--- config.mk ---
export PLATFORM = sky130hd
export DESIGN_NAME = emli_ctrl
export DESIGN_NICKNAME = d
export VERILOG_FILES = /design/src/design/emli_pkg.sv /design/src/design/emli_ctrl.sv
export SDC_FILE = /design/constraint.sdc
export NUM_CORES = 1
export LEC_CHECK = 0
export BUFFER_PORTS_ARGS = -buffer_cell sky130_fd_sc_hd__buf_2
export CAP_MARGIN = 20
export CORE_AREA = 5 5 42 44
export DETAILED_ROUTE_END_ITERATION = 10
export DIE_AREA = 0 0 47 49
export PLACE_DENSITY = 0.58
export SLEW_MARGIN = 15
export SYNTH_ARGS = -nofsm -noshare
export SYNTH_HDL_FRONTEND = slang
export SYNTH_SLANG_ARGS = --single-unit
--- constraint.sdc ---
create_clock -name clock -period 2.85 [get_ports clock]
set_input_delay 0 -clock clock [delete_from_list [all_inputs] [get_ports clock]]
set_output_delay 0 -clock clock [all_outputs]
set_load 0.02 [all_outputs]
--- src/design/emli_pkg.sv ---
`timescale 1ns / 1ps
// ----------------------------------------------------------------------------
// emli_pkg
// Types, codes and constants shared by the entry map lookup-or-insert core.
// ----------------------------------------------------------------------------
package emli_pkg;

   // table geometry and field widths
   localparam int SLOTS_DEFAULT = 512;
   localparam int KEY_W         = 32;
   localparam int HANDLE_W      = 11;
   localparam int OFFSET_W      = 10;
   localparam int OPCODE_W      = 2;
   localparam int STATUS_W      = 2;

   localparam logic [OFFSET_W-1:0] OFFSET_RESET = OFFSET_W'(3);

   // request opcodes
   typedef enum logic [OPCODE_W-1:0] {
      OP_FIND_OR_ADD = 2'd0,
      OP_GET         = 2'd1,
      OP_SET         = 2'd2,
      OP_CLEAR       = 2'd3
   } opcode_type;

   // response status codes
   localparam logic [STATUS_W-1:0] ST_OK    = 2'd0;
   localparam logic [STATUS_W-1:0] ST_FULL  = 2'd1;
   localparam logic [STATUS_W-1:0] ST_RANGE = 2'd2;

   // memory read source
   typedef enum logic [1:0] {
      RD_NONE = 2'd0,
      RD_SCAN = 2'd1,
      RD_SLOT = 2'd2
   } rd_sel_type;

   // memory write source
   typedef enum logic [2:0] {
      WR_NONE   = 3'd0,
      WR_SWEEP  = 3'd1,
      WR_SET    = 3'd2,
      WR_ZERO   = 3'd3,
      WR_INSERT = 3'd4
   } wr_sel_type;

   // which response the datapath builds
   typedef enum logic [2:0] {
      RK_NONE   = 3'd0,
      RK_HIT    = 3'd1,
      RK_INSERT = 3'd2,
      RK_FULL   = 3'd3,
      RK_RANGE  = 3'd4,
      RK_READ   = 3'd5
   } rsp_kind_type;

   // controller to datapath
   typedef struct packed {
      logic         load;
      rd_sel_type   rd_sel;
      wr_sel_type   wr_sel;
      logic         respond;
      rsp_kind_type rsp_kind;
   } cmd_type;

   // datapath to controller
   typedef struct packed {
      opcode_type opcode;
      logic       range_err;
      logic       scan_hit;
      logic       scan_last;
      logic       sweep_last;
      logic       have_empty;
   } sts_type;

endpackage

--- src/design/emli_ctrl.sv ---
`timescale 1ns / 1ps
// ----------------------------------------------------------------------------
// emli_ctrl
// Sequencer for the lookup-or-insert core: clearing sweep, request decode,
// slot scan and response timing.
// ----------------------------------------------------------------------------
module emli_ctrl (
   input  logic                                 clock,
   input  logic                                 reset,
   input  logic                                 start,
   input  logic [emli_pkg::OPCODE_W-1:0]        req_opcode,
   output logic                                 busy,
   output emli_pkg::cmd_type                    cmd,
   input  emli_pkg::sts_type                    sts
);
   import emli_pkg::*;

   typedef enum logic [5:0] {
      S_SWEEP  = 6'b000001,
      S_IDLE   = 6'b000010,
      S_SCAN   = 6'b000100,
      S_FINISH = 6'b001000,
      S_ACCESS = 6'b010000,
      S_RDWAIT = 6'b100000
   } state_type;

   state_type state_ff;
   state_type state_in;

   // state register
   always_ff @(posedge clock) begin
      if (reset) begin
         state_ff <= S_SWEEP;
      end else begin
         state_ff <= state_in;
      end
   end

   assign busy = (state_ff != S_IDLE);

   // next state and commands
   always_comb begin
      state_in     = state_ff;
      cmd.load     = 1'b0;
      cmd.rd_sel   = RD_NONE;
      cmd.wr_sel   = WR_NONE;
      cmd.respond  = 1'b0;
      cmd.rsp_kind = RK_NONE;
      unique case (state_ff)
         S_SWEEP: begin
            cmd.wr_sel = WR_SWEEP;
            if (sts.sweep_last) begin
               state_in = S_IDLE;
            end
         end
         S_IDLE: begin
            if (start) begin
               cmd.load = 1'b1;
               if (opcode_type'(req_opcode) == OP_FIND_OR_ADD) begin
                  state_in = S_SCAN;
               end else begin
                  state_in = S_ACCESS;
               end
            end
         end
         S_SCAN: begin
            cmd.rd_sel = RD_SCAN;
            priority if (sts.scan_hit) begin
               cmd.respond  = 1'b1;
               cmd.rsp_kind = RK_HIT;
               state_in     = S_IDLE;
            end else if (sts.scan_last) begin
               state_in = S_FINISH;
            end
         end
         S_FINISH: begin
            cmd.respond = 1'b1;
            state_in    = S_IDLE;
            if (sts.have_empty) begin
               cmd.wr_sel   = WR_INSERT;
               cmd.rsp_kind = RK_INSERT;
            end else begin
               cmd.rsp_kind = RK_FULL;
            end
         end
         S_ACCESS: begin
            if (sts.range_err) begin
               cmd.respond  = 1'b1;
               cmd.rsp_kind = RK_RANGE;
               state_in     = S_IDLE;
            end else begin
               unique case (sts.opcode)
                  OP_GET: begin
                     cmd.rd_sel = RD_SLOT;
                     state_in   = S_RDWAIT;
                  end
                  OP_SET: begin
                     cmd.wr_sel  = WR_SET;
                     cmd.respond = 1'b1;
                     state_in    = S_IDLE;
                  end
                  OP_CLEAR: begin
                     cmd.wr_sel  = WR_ZERO;
                     cmd.respond = 1'b1;
                     state_in    = S_IDLE;
                  end
                  default: begin
                     cmd.respond = 1'b1;
                     state_in    = S_IDLE;
                  end
               endcase
            end
         end
         S_RDWAIT: begin
            cmd.respond  = 1'b1;
            cmd.rsp_kind = RK_READ;
            state_in     = S_IDLE;
         end
         default: begin
            state_in = S_SWEEP;
         end
      endcase
   end

endmodule

==> flow_summary.json, run 1 <==
{
  "antenna_found_initial": 0,
  "syn-num-nets": 65,
  "path_cells": "or4_4 > or4b_4 > o211ai_2 > nor3b_1",
  "max_freq_ghz": 0.5870,
  "dr.pass1.iters": 4,
  "clockBufferDepth": 2,
  "n_fill_cell": 149,
  "worstSetupPathType": "reg2reg",
  "grt_max_degree": 8,
  "hp-class": "in2reg",
  "rsz0062_at_grt": "false",
  "dieArea_um2": 2303,
  "io_pins": 23,
  "clk_latency_ps": 250,
  "clk_pin_slew_worst_paths_ps": 50,
  "grt_pass1_wl_um": 2028,
  "cts.htree.levels": 1,
  "cts_made_buffers": 3,
  "setup_viol": 0,
  "cp_slowest_cell": "or4_4",
  "ir_worst_vdd_v": 0.0002232,
  "final_cell_mix": "buf_2 (22), dfxtp_1 (6), nor2_1 (4), nand2_1 (4), inv_1 (4)",
  "synth_edf_count": 0,
  "hold_depth": 4,
  "layout.nets": 95,
  "tns_ps": 0,
  "antenna_cells": 0,
  "maxSlewViolCount": 0,
  "final_common_cell": "buf_2",
  "syn_area_per_cell_um2": 7.885,
  "largest_reg_flops": 6,
  "max_stage_delay_ps": 550,
  "row_count": 14,
  "syn_inst": 53,
  "p_leak_uw": 0.0002867,
  "antenna_left": 0,
  "clock_skew_ps": 2.601,
  "drt_wl_total_um": 1265,
  "vias": 524,
  "synthArstFlopShare": 0,
  "grt_overflow": 0,
  "initial_core_util": 0.2982,
  "cp-end-kind": "flip-flop",
  "tightest_slew_ps": 459.9,
  "outcome": "completed",
  "finalWeightedCongestion": 0.7802,
  "worstPathArrival_ps": 1840,
  "cts_resized": 0,
  "wl_per_cell_um": 13.04,
  "ys_seq_elements": 6,
  "fin_util": 0.4268,
  "die_w_um": 47,
  "syn_area_um2": 417.9,
  "maxSlewHeadroom": 0.6891,
  "drive_gt1_frac": 0.3951,
  "yosysWarnings": 0,
  "top_register": "state_ff",
  "min_period_ps": 1703,
  "area_growth_pct": 43.11,
  "cap_violations": 0,
  "hp-start": "req_opcode[0]",
  "hold_violations": 0,
  "rr_worst_depth": 4,
  "cts.sinks": 6,
  "required_ps": 2980,
  "drc": 0,
  "fp.dieH_um": 49,
  "netlist-cell-type-count": 28,
  "ys_seq_area_frac": 0.2874,
  "reg_top3": "state_ff x6",
  "track_usage": 0.1218,
  "reg2reg_to": "state_ff[3]",
  "p_per_area_nw_per_um2": 436.4,
  "portBuffers": 22,
  "synth_ff_type": "dfxtp_1",
  "timing.rr.start": "state_ff[4]",
  "worstPathMaxFanout": 7,
  "root_buffer": "clkbuf_4",
  "place_hpwl_um": 1068,
  "drtIter0Drc": 9,
  "coreArea_um2": 1401,
  "hold_end": "state_ff[2]",
  "tritoncts": "built",
  "via_per_inst": 5.402,
  "final.period_utilization": 0.5977,
  "cp-start-kind": "flip-flop",
  "rrSetupSlack_ps": 1150,
  "grt_pass1_vias": 479
}
[logic make-up (layout without fill, tap and decap cells)]
| kind of cell | count (synthesis) | count (layout) | synth area share |
|---|---|---|---|
| and+or+nand+nor | 29 | 29 | 0.4281 |
| AOI/OAI and AO/OA | 14 | 14 | 0.2485 |
| buffers and inverters | 4 | 32 | 0.03592 |
| DFF | 6 | 6 | 0.2874 |
[per-layer routing]
metal  vias up  track usage  routed length (um)
li1        256            -                   -
met3         4      0.05166                 112
met1       237       0.1385                 471
met5         -            0                   0
met2        27       0.1810                 654
met4         0      0.07373                  27
[power by group]
part,internal (uW),switching (uW)
Combinational,39.6,40.8
Sequential,90.5,9.60
Clock,47.8,32.8
Total,178,83.1
[stage by stage]
step	power [uW]	hold WS [ps]	instances	worst slack [ps]	cell area [um^2]
global placement	178.3	203.7	92	1177	555.5
finish	261.0	43.89	97	1147	598.1
detailed placement	179.0	197.3	92	1154	555.5
floorplan	152.7	69.07	53	1162	417.9
CTS	263.3	43.24	97	1146	598.1
global route	274.9	73.17	97	1015	598.1
[layout make-up]
type	count	area, um^2	area share
multi-input combinational	43	282.8	0.4728
timing repair buffer	25	137.6	0.2301
sequential	6	120.1	0.2008
clock buffer	3	22.52	0.03766
tap	16	20.02	0.03347
inverter	4	15.01	0.02510
[what timing repair did]
action	CTS	global route
hold endpoints to repair	3	0
buffers inserted	0	0
hold buffers	2	0
[worst max-delay path: cells and delay by family, from the launching register on]
family	cells	cell delay, ps
and+or+nand+nor	3	1140
DFF	1	350
AOI/OAI and AO/OA	1	100
[worst max path at each step]
stage                            from          end  slack [ps]  cells past startpoint
after detailed placement  state_ff[4]  state_ff[3]        1150                      4
final                     state_ff[4]  state_ff[3]        1150                      4
after CTS                 state_ff[4]  state_ff[3]        1150                      4
after global routing      state_ff[4]       cmd[0]        1020                      5
after global placement    state_ff[4]  state_ff[3]        1180                      4
after floorplan           state_ff[5]  state_ff[1]        1160                      4
[Yosys cell counts, types with 2 or more instances]
| library cell | instances | share of area |
|---|---|---|
| dfxtp_1 | 6 | 0.29 |
| inv_1 | 4 | 0.036 |
| nand2_1 | 4 | 0.036 |
| nor2_1 | 4 | 0.036 |
| nor2b_1 | 3 | 0.045 |
| nor3_1 | 3 | 0.036 |
| a21o_1 | 2 | 0.036 |
| a21oi_1 | 2 | 0.024 |
| a31oi_1 | 2 | 0.030 |
| and3_1 | 2 | 0.030 |
| nand3_1 | 2 | 0.024 |
| nor3b_1 | 2 | 0.036 |
| o21ai_0 | 2 | 0.024 |
Power figures use the tool's default switching activity.
==> run 2, diff against run 1 <==
--- a/config.mk
+++ b/config.mk
@@ -5,12 +5,13 @@
 export SDC_FILE = /design/constraint.sdc
 export NUM_CORES = 1
 export LEC_CHECK = 0
+export ABC_AREA = 1
 export BUFFER_PORTS_ARGS = -buffer_cell sky130_fd_sc_hd__buf_2
 export CAP_MARGIN = 20
 export CORE_AREA = 5 5 42 44
 export DETAILED_ROUTE_END_ITERATION = 10
 export DIE_AREA = 0 0 47 49
-export PLACE_DENSITY = 0.58
+export PLACE_DENSITY = 0.63
 export SLEW_MARGIN = 15
 export SYNTH_ARGS = -nofsm -noshare
 export SYNTH_HDL_FRONTEND = slang
==> constraint.sdc (replaced) <==
create_clock -name clock -period 1.4 [get_ports clock]
set_input_delay 0 -clock clock [delete_from_list [all_inputs] [get_ports clock]]
set_output_delay 0 -clock clock [all_outputs]
set_load 0.02 [all_outputs]
==> run 2 against run 1 <==
Sequential cell count did not move. Synthesized area grew 9.6%. First-iteration DRC count rose by 11%. Total power increased by 110%. Utilization is 3.4 points higher. Non-clock buffer count unchanged. Synthesized cell count grew 34%. Critical path depth did not move. Global-route usage down 2.5 points. Sequential power is 100% higher. Largest cell class unchanged.
==> flow_summary.json, run 2 <==
{
  "maxSlewHeadroom": 0.8722,
  "drc": 0,
  "worstPathMaxFanout": 7,
  "yosysWarnings": 0,
  "cap_violations": 0,
  "ys_seq_area_frac": 0.2623,
  "wl_per_cell_um": 9.565,
  "netlist-cell-type-count": 19,
  "area_growth_pct": 40.98,
  "initial_core_util": 0.3268,
  "seq_power_share": 0.371,
  "final_common_cell": "buf_2",
  "syn_area_um2": 457.9,
  "max_freq_ghz": 0.7474,
  "tritoncts": "built",
  "dieArea_um2": 2303,
  "synth_ff_type": "dfxtp_1",
  "path_cells": "nor2_4 > nand3_1 > o211ai_1 > buf_2",
  "required_ps": 1400,
  "finalWeightedCongestion": 0.7320,
  "synth_edf_count": 0,
  "grt_pass1_vias": 421,
  "fin_util": 0.4607,
  "cts.htree.levels": 1,
  "n_fill_cell": 150,
  "clockBufferDepth": 2,
  "top_register": "state_ff",
  "power.total_uw": 545.8,
  "dp_cells": 109,
  "cp-start-kind": "flip-flop",
  "tightest_slew_ps": 189.9,
  "row_count": 14,
  "cts.sinks": 6,
  "power.switching_uw": 181.9,
  "antenna_cells": 0,
  "rsz0062_at_grt": "true",
  "via_per_inst": 4.600,
  "synth.top_cell.area_share": 0.2623,
  "tns_ps": 0,
  "synth_common_cells": "nor2_1 (15), inv_1 (13), nand2_1 (9)",
  "clkPwrFrac": 0.285,
  "combPwrFrac": 0.344,
  "drive_gt1_frac": 0.4141,
  "root_buffer": "clkbuf_4",
  "syn_inst": 71,
  "die_w_um": 47,
  "max_stage_delay_ps": 320,
  "maxSlewViolCount": 0,
  "drt_wl_total_um": 1100,
  "vias": 529,
  "min_period_ps": 1338,
  "largest_reg_flops": 6,
  "yosys.cell_count.top_type": "nor2_1",
  "grt_pass1_wl_um": 1635,
  "antenna_found_initial": 0,
  "setup_viol": 0,
  "cp-end-kind": "output port",
  "io_pins": 23,
  "antenna_left": 0,
  "clock_skew_ps": 3.686,
  "worstSetupPathType": "reg2out",
  "syn_area_per_cell_um2": 6.450,
  "dr.pass1.iters": 4,
  "outcome": "completed",
  "final_cell_mix": "buf_2 (21), nor2_1 (15), inv_1 (13), nand2_1 (9), nand3_1 (7)",
  "ir_worst_vdd_v": 0.0003745,
  "coreArea_um2": 1401,
  "portBuffers": 22,
  "sw_frac_of_total": 0.3333,
  "yosys.area.top_type": "dfxtp_1",
  "track_usage": 0.09718,
  "cts_made_buffers": 3,
  "p_leak_uw": 0.0003558,
  "final.period_utilization": 0.9557,
  "syn-num-nets": 83,
  "power.internal_uw": 363.9,
  "p_per_area_nw_per_um2": 845.3,
  "synthArstFlopShare": 0,
  "hold_violations": 0,
  "reg_top3": "state_ff x6",
  "rrSetupSlack_ps": 210,
  "ys_seq_elements": 6,
  "fin_cells": 115,
  "hold_slack_ps": 34.70,
  "grt_overflow": 0,
  "hp-class": "in2reg",
  "place_hpwl_um": 904.8,
  "grt_max_degree": 8,
  "synth.area.top_cells": "dfxtp_1 (26%), nor2_1 (12%), inv_1 (11%)",
  "drtIter0Drc": 10,
  "fp.dieH_um": 49,
  "clk_pin_slew_worst_paths_ps": 40,
  "clk_latency_ps": 240,
  "cp_slowest_cell": "dfxtp_1",
  "worstPathArrival_ps": 1340,
  "layout.nets": 113
}
[run 2: cell types whose count changed after synthesis, moves of 3 or more]
| cell | before | now |
|---|---|---|
| nor2_4 | 0 | 4 |
| nand4_1 | 1 | 4 |
| nand3_1 | 2 | 7 |
| nor2_1 | 4 | 15 |
| inv_1 | 4 | 13 |
| nand2_1 | 4 | 9 |
| nor2b_1 | 3 | 0 |
[run 2: worst max-delay path: cells and delay by family (launching register included)]
| family | cells | cell delay (ps) |
|---|---|---|
| AO/OA/AOI/OAI | 1 | 200 |
| buffers and inverters | 1 | 190 |
| flip-flops | 1 | 320 |
| AND/OR/NAND/NOR | 2 | 380 |
[run 2: per-stage QoR]
stage | cell area [um^2] | setup slack [ps]
final | 645.6 | 61.97
after global routing | 645.6 | -45.96
after CTS | 635.6 | 22.94
after detailed placement | 588.1 | 261.4
after global placement | 588.1 | 280.3
after floorplan | 457.9 | 161.1
[run 2: power by group through the flow]
stage / clock network (uW) / logic (uW) / registers (uW)
detailed placement: 0 / 164 / 203
global route: 170 / 209 / 204
CTS: 164 / 174 / 200
global placement: 0 / 163 / 203
finish: 156 / 188 / 202
floorplan: 0 / 113 / 202
[run 2: logic make-up (layout without fill, tap and decap cells)]
kind of cell	Yosys count	in the layout	synth area share
flops	6	6	0.2623
buf+inv	14	42	0.1148
simple gates	47	47	0.5656
compound gates	4	4	0.05737
[run 2: timing repair]
action                                 4_1_cts  5_1_grt
gates cloned                                 0        0
hold buffers                                 1        0
endpoints found under the hold margin        1        0
pin swaps                                    2        1
setup endpoints to repair                    1        2
setup buffers                                2        0
gates resized for setup                      0        5
[run 2: path summary, 6_finish.rpt]
| path | end | depth (start not counted) | startpoint |
|---|---|---|---|
| max | cmd[0] | 4 | state_ff[5] |
| min | state_ff[4] | 3 | start |
| max reg2reg | state_ff[1] | 6 | state_ff[2] |
| min reg2reg | state_ff[4] | 3 | state_ff[0] |
[run 2: cell type report]
class                   instances  area (um^2)  share of cell area
multi-input cells              51        285.3              0.4419
repair buffers                 25        141.4              0.2190
flip-flops and latches          6        123.9              0.1919
inverters                      14        52.55             0.08140
clock buffers                   3        22.52             0.03488
well taps                      16        20.02             0.03101
[run 2: metal layers]
| metal | up-vias | part of all wire | GRT usage |
|---|---|---|---|
| met5 | - | 0 | 0 |
| met4 | 0 | 0.0073 | 0.05530 |
| met3 | 2 | 0.076 | 0.03321 |
| met2 | 15 | 0.45 | 0.1357 |
| met1 | 226 | 0.47 | 0.1253 |
| li1 | 286 | - | - |
